===== src/sv/rhc_pkg.sv =====
`timescale 1ns / 1ps

package rhc_pkg;

  localparam int NUM_PLANES = 8;
  localparam int AGE_W      = 4;
  localparam int PLANE_W    = 3;
  localparam int CNT_W      = 4;

  localparam int CFG_ADDR_W = 2;
  localparam int CFG_DATA_W = 4;

  localparam int IN_DATA_W  = 8;
  localparam int IN_USER_W  = 3;
  localparam int OUT_DATA_W = 24;

  localparam logic [AGE_W-1:0] AGE_MAX = '1;

  // plane groups, bit i is plane i
  localparam logic [NUM_PLANES-1:0] X_MASK  = 8'b1100_0011;
  localparam logic [NUM_PLANES-1:0] X1_MASK = 8'b0000_0011;
  localparam logic [NUM_PLANES-1:0] X2_MASK = 8'b1100_0000;
  localparam logic [NUM_PLANES-1:0] U_MASK  = 8'b0001_0100;
  localparam logic [NUM_PLANES-1:0] V_MASK  = 8'b0010_1000;
  localparam logic [NUM_PLANES-1:0] LO_MASK = 8'b0000_1111;

  localparam logic [CNT_W-1:0] LOW_RES_MIN = 4'd4;

  typedef enum logic [1:0] {
    OP_HIT   = 2'd0,
    OP_TICK  = 2'd1,
    OP_CLEAR = 2'd2
  } rhc_op_e;

  typedef enum logic [CFG_ADDR_W-1:0] {
    CFG_X_THR  = 2'd0,
    CFG_UV_THR = 2'd1,
    CFG_WINDOW = 2'd2,
    CFG_SECTOR = 2'd3
  } rhc_cfg_addr_e;

  localparam logic [2:0] X_THR_RST  = 3'd3;
  localparam logic [2:0] UV_THR_RST = 3'd3;
  localparam logic [3:0] WINDOW_RST = 4'd8;
  localparam logic       SECTOR_RST = 1'b0;

  typedef struct packed {
    logic [2:0] x_thr;
    logic [2:0] uv_thr;
    logic [3:0] window_bc;
    logic       road_sector;
  } rhc_cfg_t;

  // first member in the highest bits, so hit_stored lands in bit 0
  typedef struct packed {
    logic [2:0] noise_uv_count;
    logic [2:0] noise_x_count;
    logic [2:0] real_uv_count;
    logic [2:0] real_x_count;
    logic [3:0] real_count;
    logic       low_res;
    logic       mature_ok;
    logic       stereo_ok;
    logic       horizontal_ok;
    logic       coincidence;
    logic       hit_stored;
  } rhc_result_t;

  localparam int RES_W = $bits(rhc_result_t);

  function automatic logic [CNT_W-1:0] popcount(input logic [NUM_PLANES-1:0] v);
    logic [CNT_W-1:0] n;
    n = '0;
    for (int i = 0; i < NUM_PLANES; i++) begin
      n = n + CNT_W'(v[i]);
    end
    return n;
  endfunction

endpackage


===== src/sv/rhc_eval.sv =====
`timescale 1ns / 1ps

module rhc_eval import rhc_pkg::*; (
  input  logic [NUM_PLANES-1:0]            slot_valid_i,
  input  logic [NUM_PLANES-1:0]            slot_noise_i,
  input  logic [NUM_PLANES-1:0][AGE_W-1:0] slot_age_i,
  input  rhc_cfg_t                         cfg_i,
  input  logic                             hit_stored_i,
  output rhc_result_t                      result_o
);

  logic [NUM_PLANES-1:0] real_hits;
  logic [NUM_PLANES-1:0] noise_hits;
  logic [NUM_PLANES-1:0] age_match;
  logic [CNT_W-1:0]      x_all, uv_all, rx, ruv, nx, nuv, lo_real, hi_real, rtot;
  logic [AGE_W-1:0]      age_limit;
  logic                  hok, sok, mok;

  assign real_hits  = slot_valid_i & ~slot_noise_i;
  assign noise_hits = slot_valid_i & slot_noise_i;
  assign age_limit  = cfg_i.window_bc - AGE_W'(1);

  always_comb begin
    for (int i = 0; i < NUM_PLANES; i++) begin
      age_match[i] = slot_valid_i[i] && (slot_age_i[i] == age_limit);
    end
  end

  assign x_all   = popcount(slot_valid_i & X_MASK);
  assign uv_all  = popcount(slot_valid_i & (U_MASK | V_MASK));
  assign rx      = popcount(real_hits & X_MASK);
  assign ruv     = popcount(real_hits & ~X_MASK);
  assign nx      = popcount(noise_hits & X_MASK);
  assign nuv     = popcount(noise_hits & ~X_MASK);
  assign lo_real = popcount(real_hits & LO_MASK);
  assign hi_real = popcount(real_hits & ~LO_MASK);
  assign rtot    = popcount(real_hits);

  assign hok = (|(slot_valid_i & X1_MASK)) && (|(slot_valid_i & X2_MASK)) &&
               (x_all >= {1'b0, cfg_i.x_thr});
  assign sok = (cfg_i.uv_thr == 3'd0) ||
               ((|(slot_valid_i & U_MASK)) && (|(slot_valid_i & V_MASK)) &&
                (uv_all >= {1'b0, cfg_i.uv_thr}));
  // a zero window has no mature age
  assign mok = (cfg_i.window_bc != 4'd0) && (|age_match);

  always_comb begin
    result_o                = '0;
    result_o.hit_stored     = hit_stored_i;
    result_o.coincidence    = hok && sok && mok;
    result_o.horizontal_ok  = hok;
    result_o.stereo_ok      = sok;
    result_o.mature_ok      = mok;
    result_o.low_res        = (lo_real < LOW_RES_MIN) || (hi_real < LOW_RES_MIN);
    result_o.real_count     = rtot;
    result_o.real_x_count   = rx[2:0];
    result_o.real_uv_count  = ruv[2:0];
    result_o.noise_x_count  = nx[2:0];
    result_o.noise_uv_count = nuv[2:0];
  end

endmodule


===== src/sv/road_hit_coincidence.sv =====
`timescale 1ns / 1ps
// result: registered, on the master side in the cycle after its input transfer
// throughput: one item per cycle while results are taken; slot update and
//   checks share one combinational pass ahead of state and result registers
// reset: asynchronous, active low; empties all eight plane slots, drops any
//   pending result and loads the default register values

module road_hit_coincidence import rhc_pkg::*; (
  input  logic                  clk_i,
  input  logic                  rst_ni,

  // configuration write port
  input  logic                  cfg_we_i,
  input  logic [CFG_ADDR_W-1:0] cfg_addr_i,
  input  logic [CFG_DATA_W-1:0] cfg_wdata_i,

  // input items
  input  logic                  s_axis_tvalid_i,
  output logic                  s_axis_tready_o,
  // hit_plane[2:0], hit_sector[3], in_window[4], zero pad [7:5]
  input  logic [IN_DATA_W-1:0]  s_axis_tdata_i,
  // opcode[1:0], hit_is_noise[2]
  input  logic [IN_USER_W-1:0]  s_axis_tuser_i,

  // result items
  output logic                  m_axis_tvalid_o,
  input  logic                  m_axis_tready_i,
  // hit_stored[0], coincidence[1], horizontal_ok[2], stereo_ok[3],
  // mature_ok[4], low_res[5], real_count[9:6], real_x_count[12:10],
  // real_uv_count[15:13], noise_x_count[18:16], noise_uv_count[21:19],
  // zero pad [23:22]
  output logic [OUT_DATA_W-1:0] m_axis_tdata_o
);

  // configuration registers
  rhc_cfg_t cfg_q;

  // per-plane hit slots
  logic [NUM_PLANES-1:0]            slot_valid_q, slot_valid_d;
  logic [NUM_PLANES-1:0]            slot_noise_q, slot_noise_d;
  logic [NUM_PLANES-1:0][AGE_W-1:0] slot_age_q, slot_age_d;

  // result register
  logic        out_valid_q;
  rhc_result_t res_q, res_d;

  logic          in_xfer;
  rhc_op_e       op;
  logic [PLANE_W-1:0] plane;
  logic          hit_noise, hit_sector, hit_in_win;
  logic          stored;
  logic [AGE_W-1:0] age_inc;

  // unpack the input transfer
  assign op         = rhc_op_e'(s_axis_tuser_i[1:0]);
  assign hit_noise  = s_axis_tuser_i[2];
  assign plane      = s_axis_tdata_i[PLANE_W-1:0];
  assign hit_sector = s_axis_tdata_i[3];
  assign hit_in_win = s_axis_tdata_i[4];

  // the result register frees up when its content is taken this cycle
  assign s_axis_tready_o = !out_valid_q || m_axis_tready_i;
  assign in_xfer         = s_axis_tvalid_i && s_axis_tready_o;

  // slot update for the accepted item
  always_comb begin
    slot_valid_d = slot_valid_q;
    slot_noise_d = slot_noise_q;
    slot_age_d   = slot_age_q;
    stored       = 1'b0;
    age_inc      = '0;
    if (in_xfer) begin
      unique case (op)
        OP_HIT: begin
          if (hit_in_win && (hit_sector == cfg_q.road_sector)) begin
            // an empty plane takes the hit; a real hit also replaces noise
            if (!slot_valid_q[plane] || (!hit_noise && slot_noise_q[plane])) begin
              slot_valid_d[plane] = 1'b1;
              slot_noise_d[plane] = hit_noise;
              slot_age_d[plane]   = '0;
              stored              = 1'b1;
            end
          end
        end
        OP_TICK: begin
          // age every stored hit, saturating, and retire it past the window
          for (int i = 0; i < NUM_PLANES; i++) begin
            if (slot_valid_q[i]) begin
              age_inc = (slot_age_q[i] == AGE_MAX) ? slot_age_q[i]
                                                   : slot_age_q[i] + AGE_W'(1);
              slot_age_d[i] = age_inc;
              if (age_inc >= cfg_q.window_bc) begin
                slot_valid_d[i] = 1'b0;
              end
            end
          end
        end
        OP_CLEAR: begin
          slot_valid_d = '0;
          slot_noise_d = '0;
          slot_age_d   = '0;
        end
        default: begin
          // unused code: state stays, checks are still reported
        end
      endcase
    end
  end

  // checks and counts on the updated slots
  rhc_eval u_eval (
    .slot_valid_i (slot_valid_d),
    .slot_noise_i (slot_noise_d),
    .slot_age_i   (slot_age_d),
    .cfg_i        (cfg_q),
    .hit_stored_i (stored),
    .result_o     (res_d)
  );

  // configuration writes
  always_ff @(posedge clk_i or negedge rst_ni) begin
    if (!rst_ni) begin
      cfg_q.x_thr       <= X_THR_RST;
      cfg_q.uv_thr      <= UV_THR_RST;
      cfg_q.window_bc   <= WINDOW_RST;
      cfg_q.road_sector <= SECTOR_RST;
    end else if (cfg_we_i) begin
      unique case (rhc_cfg_addr_e'(cfg_addr_i))
        CFG_X_THR:  cfg_q.x_thr       <= cfg_wdata_i[2:0];
        CFG_UV_THR: cfg_q.uv_thr      <= cfg_wdata_i[2:0];
        CFG_WINDOW: cfg_q.window_bc   <= cfg_wdata_i[3:0];
        CFG_SECTOR: cfg_q.road_sector <= cfg_wdata_i[0];
        default: begin
        end
      endcase
    end
  end

  // slot state and output valid
  always_ff @(posedge clk_i or negedge rst_ni) begin
    if (!rst_ni) begin
      slot_valid_q <= '0;
      slot_noise_q <= '0;
      slot_age_q   <= '0;
      out_valid_q  <= 1'b0;
    end else begin
      slot_valid_q <= slot_valid_d;
      slot_noise_q <= slot_noise_d;
      slot_age_q   <= slot_age_d;
      if (in_xfer) begin
        out_valid_q <= 1'b1;
      end else if (m_axis_tready_i) begin
        out_valid_q <= 1'b0;
      end
    end
  end

  // result payload, loaded only on an input transfer
  always_ff @(posedge clk_i) begin
    if (in_xfer) begin
      res_q <= res_d;
    end
  end

  assign m_axis_tvalid_o = out_valid_q;
  assign m_axis_tdata_o  = {(OUT_DATA_W - RES_W)'(0), res_q};

endmodule


===== config.mk =====
export PLATFORM = sky130hd
export DESIGN_NAME = road_hit_coincidence
export DESIGN_NICKNAME = d
export VERILOG_FILES = /design/src/sv/rhc_pkg.sv /design/src/sv/rhc_eval.sv /design/src/sv/road_hit_coincidence.sv
export SDC_FILE = /design/constraint.sdc
export NUM_CORES = 1
export LEC_CHECK = 0
export ABC_AREA = 1
export BUFFER_PORTS_ARGS = -buffer_cell sky130_fd_sc_hd__buf_2
export CORE_MARGIN = 10
export CORE_UTILIZATION = 25
export DETAILED_ROUTE_END_ITERATION = 10
export PLACE_DENSITY = 0.5
export SETUP_SLACK_MARGIN = 0.4
export SYNTH_ARGS = -nofsm -noshare
export SYNTH_HDL_FRONTEND = slang
export SYNTH_SLANG_ARGS = --single-unit

===== constraint.sdc =====
create_clock -name clk_i -period 14.52 [get_ports clk_i]
set_clock_uncertainty 0.05 [all_clocks]
set_input_delay 2.904 -clock clk_i [delete_from_list [all_inputs] [get_ports clk_i]]
set_output_delay 2.904 -clock clk_i [all_outputs]
set_load 0.01 [all_outputs]

### Word-level counts from Yosys, hierarchy flattened

Cells that the tools add are included.

* bits in registers: 82
* bits of input ports: 22
* output and inout bits: 26
* logic and storage cells: 201

* $add $sub $neg: 36
* magnitude comparators: 14
* equality and inequality tests: 22
* multiplexer cells: 56
* bitwise logic cells: 6
* reduce and logical (&&, ||, !) cells: 41

Operators by type and width (count)
* $mux 32: 3
* $pmux 32 s3: 1
* $mux 4: 17
* $add 4x1->4: 12
* $mux 8: 6
* $add 4x1->4 const B: 8
* $and 32x32->32: 1
* $eq 4x4->1: 8
* $eq 4x4->1 const B: 8
* $ge 4x4->1: 8
* $not 32->32: 1
* $pmux 8 s3: 1
* $mux 1: 22
* $add 3x1->3: 7
* $logic_and 1x1->1: 19
* $and 8x8->8: 2
* $pmux 8 s2: 1
* $add 1x1->2: 7
* $demux 4 s3: 1
* $reduce_and 2->1: 5
* $bwmux 8: 1
* $ge 4x3->1: 2
* $lt 4x3->1 const B: 2
* $not 8->8: 1
* 18 further kinds: 31

### Logic depth before layout (Yosys ltp)

Gate-level depths: netlist of run 1.

* depth after elaboration: 18
* mapped depth: 27
* mapped depth without buffers: 27

### Hierarchy

A second synthesis of run 1 with hierarchy kept.

* cells, all modules: 1036
* area total of the unflattened synthesis: 7155.6 sq um

By module, submodules not included
* road_hit_coincidence: times used 1, cells each 765, area an instance 5592.9 sq um, sequential area each 2168.3 sq um
* rhc_eval: times used 1, cells each 271, area an instance 1562.7 sq um, sequential area each 0.0 sq um

### Least setup slack after synthesis of run 1

OpenSTA, ideal clock, no wires.

* kind: input port to flip-flop
* start: input port m_axis_tready_i
* end: register res_q (netlist bit m_axis_tdata_o[8]) (data pin)
* library setup time: 0.259 ns
* arrival time: 6.665 ns
* data required time: 14.211 ns
* slack: 7.546 ns
* stages on the path: 18
* path buffers: 0
* cell sequence: inv_1 > nand2_2 > nand2_4 > inv_1 > o21ai_4 > nor2_8 > nand2_1 > nand2_1 > o21ai_1 > inv_1 > nor2_1 > ha_1 > inv_1 > fa_1 > fa_1 > fa_1 > fa_1 > xnor2_1

RTL lines
* start, declared: RTL line road_hit_coincidence.sv:27 `input logic m_axis_tready_i,`
* end signal, assigned: RTL line road_hit_coincidence.sv:161 `res_q <= res_d;`
* end, declared: RTL line road_hit_coincidence.sv:45 `rhc_result_t res_q, res_d;`

==> results of run 1 <==
-- layout make-up --
| class | instances | area, µm² |
|---|---|---|
| clock inverters | 6 | 65.06 |
| multi-input cells | 661 | 3845 |
| well taps | 335 | 419.2 |
| clock buffers | 10 | 229.0 |
| repair buffers | 47 | 247.7 |
| flip-flops and latches | 82 | 2168 |
| inverters | 138 | 518.0 |
| fillers | 2846 | 18560 |
| diodes | 1 | 2.502 |
-- how the worst min path moves through the flow --
stage,end,cells after the start
final,cfg_q[2],2
after global routing,cfg_q[2],2
after CTS,cfg_q[2],2
after detailed placement,cfg_q[2],2
after global placement,cfg_q[2],2
after floorplan,cfg_q[10],2
-- sequential cells by signal (all words and copies together), names as in the netlist --
signal,flops
cfg_q,11
m_axis_tdata_o,22
m_axis_tvalid_o,1
slot_age_q,32
slot_noise_q,8
slot_valid_q,8
-- where the power goes --
part / internal, µW / switching [µW]
clock network: 134 / 104
registers: 256 / 12.1
logic: 65.9 / 131
total: 456 / 247
-- routing by layer --
metal | vias to the layer above | part of all wire [%] | routed length (µm) | global-route usage (%)
met5 | - | 0 | 0 | 0
met4 | 0 | 1.3 | 244 | 3.196
met3 | 17 | 2.9 | 543 | 1.594
met2 | 81 | 46 | 8500 | 18.09
met1 | 2734 | 50 | 9181 | 15.13
li1 | 3023 | - | - | -
-- through the flow --
stage | std cells | setup WS, ns | total power [µW] | hold slack, ns
2_1_floorplan | 896 | 7.546 | 405.2 | 0.4030
3_3_place_gp | 1263 | 6.743 | 468.6 | 0.4220
3_5_place_dp | 1263 | 6.726 | 471.3 | 0.4253
4_1_cts | 1279 | 7.095 | 711.0 | 0.4406
5_1_grt | 1279 | 6.791 | 749.0 | 0.4477
6_report | 1280 | 7.156 | 702.4 | 0.4458
-- cell families (layout without fill, tap and decap cells) --
kind of cell,count (synthesis),count (layout)
compound gates,169,169
fa+ha+maj,75,75
xor+xnor,13,13
buf+inv,153,201
simple gates,402,402
flops,82,82
other cells,1,3
-- worst max-delay path, delay by kind of cell --
| kind | cells | cell delay (ns) |
|---|---|---|
| adder cells (fa/ha/maj) | 5 | 2.26 |
| AND/OR/NAND/NOR | 6 | 0.62 |
| buffers and inverters | 6 | 1.15 |
| AO/OA/AOI/OAI | 2 | 0.47 |
-- Yosys cell counts (all sizes together) --
cell type  number  share of area, %
dfrtp          55                21
xor2            6              0.79
o211ai         13               1.5
dfstp           5               2.0
buf            12               1.3
inv           138               7.8
nor3            8              0.60
ha             65                12
and2            2              0.19
o21ai          96               7.8
conb            1             0.057
nor2           69               4.5
o21a           12               1.4
a21o            1              0.11
nor4            1             0.094
o221ai          1              0.23
or2             5              0.47
nand3          84               6.6
a21boi          5              0.57
o32ai           1              0.13
edfxtp         22                10
a21oi          34               2.6
clkbuf          3              0.17
a211oi          1              0.19
o22ai           4              0.38
xnor2           7              0.93
nand2         233                14
a22oi           1              0.11
fa             10               3.0
-- cells in the final DEF, fill, tap and decap left out, types with 6 or more instances in the layout --
cell / n
o211ai_1: 13
nor3_1: 8
inv_1: 128
fa_1: 10
o21ai_0: 81
clkbuf_16: 9
ha_1: 65
o21ai_1: 9
a21oi_1: 34
edfxtp_1: 22
inv_2: 10
o21a_1: 12
nand3_1: 82
nand2_1: 229
nor2_1: 63
xnor2_1: 7
buf_2: 42
dfrtp_1: 55
xor2_1: 6
==> results.toml, run 1 <==
[cts]
h-tree-depth = 3
tritoncts = "yes"
post_cts_buffers = 0
postCtsResizedCells = 0
clkLatencyLatePin_ns = 0.36
clockRootBuffer = "clkbuf_16"
cts_hold_buf = 0
clock_path_buffers = 2
cts_buffers = 9
clock-sinks = 82
clkSlewWorstSetupHoldPaths_ns = 0.07

[global_route]
grt_pass1_vias = 5657
grt_usage_pct = 11.16
antenna_found_initial = 1
overflow = 0
grt_pass1_wl_mm = 30.14
grt_max_degree = 61

[floorplanning]
boundaryPins = 48
dieArea_um2 = 33410
die_y_um = 182.8
placement_rows = 59
core-area_um2 = 26060
die_w_um = 182.8
initial_core_util_pct = 25.42

[route]
ant_nets = 0
drc_errors = 0
drt-total-wl_mm = 18.47
drtIter0Drc = 346
dr.pass1.iters = 4
post_drt_wl_per_cell_um = 14.43
via_count = 5855
avgViaCountPerCell = 4.574

[place]
hpwl_mm = 13.95
finalWeightedCongestion = 0.8553
place_area_um2 = 7198
portBuffers = 42

[synthesis]
yosys.area_share.simple_pct = 25.97
ys_warn_count = 0
ys_ff_latch = 82
synth-xor-area-share_pct = 1.719
synth_top_family_by_area = "simple AND/OR/NAND/NOR gates"
synth_area_um2 = 6625
synth_area_per_cell_um2 = 7.402
yosys.area_share.adder_pct = 15.30
synth_cells = 895
synth_mux_area_share_pct = 0
synthDistinctLibCells = 42
seq_area_frac_synth_pct = 32.73
synth_compound_area_share_pct = 14.94

[timing]
fin_tns_setup_ns = 0
finalHoldViolCount = 0
setup_violations = 0
min_period_ns = 7.364
maxSlewHeadroom_pct = 31.79
fmax_mhz = 135.8
slew_violations = 0
tightest_slew_ns = 1.022
min_period_over_period_pct = 50.72
rsz0062_at_grt = "false"

[finish]
layout-drive-gt1-share_pct = 10.81
nets = 1036
post-route-util_pct = 28.76
design_area_um2 = 7495
synthToLayoutAreaGrowth_pct = 13.13

[critical_path]
cp-end-kind = "register"
reg2reg_setup_slack_ns = 9.30
critPathMostFrequentCell = "inv_1"
cpPeakStageDelay_ns = 0.76
startpoint_type = "input port"
r2r-end = "m_axis_tdata_o[7]"
cp_cell_sequence = "buf_2 -> inv_1 -> nand2_2 -> nand2_4 -> inv_1 -> o21ai_4 -> nor2_8 -> nand2_1 -> nand2_1 -> o21ai_1 -> inv_1 -> nor2_1 -> ha_1 -> inv_1 -> fa_1 -> fa_1 -> fa_1 -> fa_1 -> inv_1"
arrival_ns = 7.43
r2r-start = "slot_age_q[4]"
crit_path_top_delay_cell = "inv_1"
endpoint = "m_axis_tdata_o[7]"
crit_required_ns = 14.59
crit_path_start = "m_axis_tready_i"
cp_max_fo = 24
path_class = "in -> reg"
reg2reg_depth = 20

[hold_path]
holdCritPathClass = "reg -> reg"
min_from = "cfg_q[2]"

[job]
drv_cap = 0

[outcome]
status = "complete, no violations"

[pwr]
irDropWorstVdd_uv = 55.34
p_leak_uw = 0.003654
cellPowerDensity_nw_per_um2 = 93.72
No activity file was read; power rests on OpenSTA's default activity.
==> run 2: changes to the inputs <==
==> constraint.sdc (replaced) <==
create_clock -name clk_i -period 7 [get_ports clk_i]
set_clock_uncertainty 0.05 [all_clocks]
set_input_delay 1.4 -clock clk_i [delete_from_list [all_inputs] [get_ports clk_i]]
set_output_delay 1.4 -clock clk_i [all_outputs]
set_load 0.01 [all_outputs]
==> run 2 against run 1 <==
Largest cell class unchanged. Sequential cell count stayed put. Critical path depth fell by 1. Power is 110% higher. Die area unchanged. Cell area is 0.20% higher. Via count increased by 1.1%. Highest routed layer unchanged.
==> results.toml, run 2 (synthesis results as in run 1) <==
[outcome]
status = "complete, no violations"

[place]
place_ws_ns = 1.189
portBuffers = 42
hpwl_mm = 14.24
finalWeightedCongestion = 0.8474
place_area_um2 = 7221

[timing]
setup_violations = 0
maxSlewHeadroom_pct = 44.26
fmax_mhz = 185.1
finalHoldViolCount = 0
tightest_slew_ns = 0.8361
fin_tns_setup_ns = 0
min_period_ns = 5.403
postLayoutSetupSlackWorst_ns = 1.597
rsz0062_at_grt = "false"
slew_violations = 0
min_period_over_period_pct = 77.19

[finish]
layout-drive-gt1-share_pct = 10.88
nFillCells = 2850
nets = 1039
largest_reg_flops = 32
final_common_cell = "nand2_1"
final_cell_mix = "nand2_1, inv_1, nand3_1, o21ai_0, ha_1"
synthToLayoutAreaGrowth_pct = 13.35
regMostFlops = "slot_age_q"
design_area_um2 = 7510

[floorplanning]
initial_core_util_pct = 25.42
core-area_um2 = 26060
die_w_um = 182.8
die_y_um = 182.8
placement_rows = 59
boundaryPins = 48
dieArea_um2 = 33410

[cts]
tritoncts = "yes"
clkSlewWorstSetupHoldPaths_ns = 0.06
postCtsResizedCells = 0
post_cts_buffers = 0
clock_path_buffers = 2
clock-sinks = 82
clkLatencyLatePin_ns = 0.36
h-tree-depth = 3
clockRootBuffer = "clkbuf_16"
cts_hold_buf = 0
cts_buffers = 9

[critical_path]
critPathMostFrequentCell = "fa_1"
arrival_ns = 5.47
cp_cell_sequence = "buf_2 -> inv_2 -> nand2_1 -> nand3_1 -> nand2_1 -> o21ai_2 -> nand2_4 -> nand2_1 -> o21ai_1 -> inv_1 -> nor2_1 -> ha_1 -> inv_1 -> fa_1 -> fa_1 -> fa_1 -> fa_1 -> inv_1"
cp_max_fo = 19
crit_required_ns = 7.07
cp-end-kind = "register"
cpPeakStageDelay_ns = 0.51
crit_path_top_delay_cell = "fa_1"
reg2reg_depth = 22
cp.depth = 18
critPathBufInv = 5
path_class = "in -> reg"
crit_family = "adder cells"
startpoint_type = "input port"

[hold_path]
holdCritPathClass = "reg -> reg"
hold_depth = 2

[global_route]
grt_usage_pct = 11.47
overflow = 0
grt_pass1_vias = 5747
grt_pass1_wl_mm = 30.73
grt_max_degree = 61
antenna_found_initial = 1

[route]
via_count = 5919
dr.pass1.iters = 7
drt-total-wl_mm = 19.08
post_drt_wl_per_cell_um = 14.87
drtIter0Drc = 402
ant_nets = 0
drc_errors = 0
avgViaCountPerCell = 4.613

[pwr]
switching_share_pct = 35.26
clock_power_share_pct = 33.3
cellPowerDensity_nw_per_um2 = 193.9
seq_power_share_pct = 38.4
p_leak_uw = 0.003660
irDropWorstVdd_uv = 133.1
p_int_uw = 942.6
total_switching_power_uw = 513.4
power_frac_comb_pct = 28.3

[job]
drv_cap = 0
[run 2: through the flow]
step / hold WS, ns / util, % / total power [µW] / std cells
after global placement: 0.4238 / 27.71 / 973.7 / 1266
after detailed placement: 0.4330 / 27.71 / 982.2 / 1266
after global routing: 0.4756 / 28.81 / 1552 / 1282
final: 0.4432 / 28.82 / 1456 / 1283
after floorplan: 0.4030 / - / 840.5 / 896
after CTS: 0.4495 / 28.81 / 1476 / 1282
[run 2: layer usage]
metal / up-vias / global-route usage [%] / routed length [µm]
met5: - / 0 / 0
met4: 0 / 3.648 / 299
met3: 20 / 1.850 / 971
met2: 137 / 18.61 / 8678
met1: 2727 / 15.28 / 9127
li1: 3035 / - / -
[run 2: power groups by stage]
stage          Combinational [µW]  Clock, µW  Sequential (µW)
2_1_floorplan                 276          0              565
3_3_place_gp                  405          0              569
3_5_place_dp                  413          0              569
4_1_cts                       415        501              560
5_1_grt                       470        518              564
6_report                      412        485              560
[run 2: tightest hold or removal path: cells and delay by family, from the launching register on]
family	cells	cell delay, ns
flops	1	0.35
simple gates	1	0.05
compound gates	1	0.06
[run 2: final timing paths]
kind / start / end / slack [ns]
min in group asynchronous: rst_ni / cfg_q[2] / 1.18
setup reg to reg: slot_age_q[0] / m_axis_tdata_o[7] / 1.73
setup / recovery: s_axis_tdata_i[0] / m_axis_tdata_o[7] / 1.60
max in group asynchronous: rst_ni / slot_age_q[22] / 5.18
hold reg to reg: cfg_q[2] / cfg_q[2] / 0.44
hold / removal: cfg_q[2] / cfg_q[2] / 0.44
[run 2: area by class of cell]
| cell class | count | area (µm²) | area share [%] |
|---|---|---|---|
| Timing Repair Buffer | 50 | 270.3 | 3.599 |
| Sequential cell | 82 | 2168 | 28.87 |
| Tap cell | 335 | 419.2 | 5.581 |
| Clock buffer | 10 | 229.0 | 3.049 |
| Inverter | 138 | 518.0 | 6.898 |
| Antenna cell | 1 | 2.502 | 0.03332 |
| Multi-Input combinational cell | 661 | 3845 | 51.20 |
| Clock inverter | 6 | 57.56 | 0.7664 |
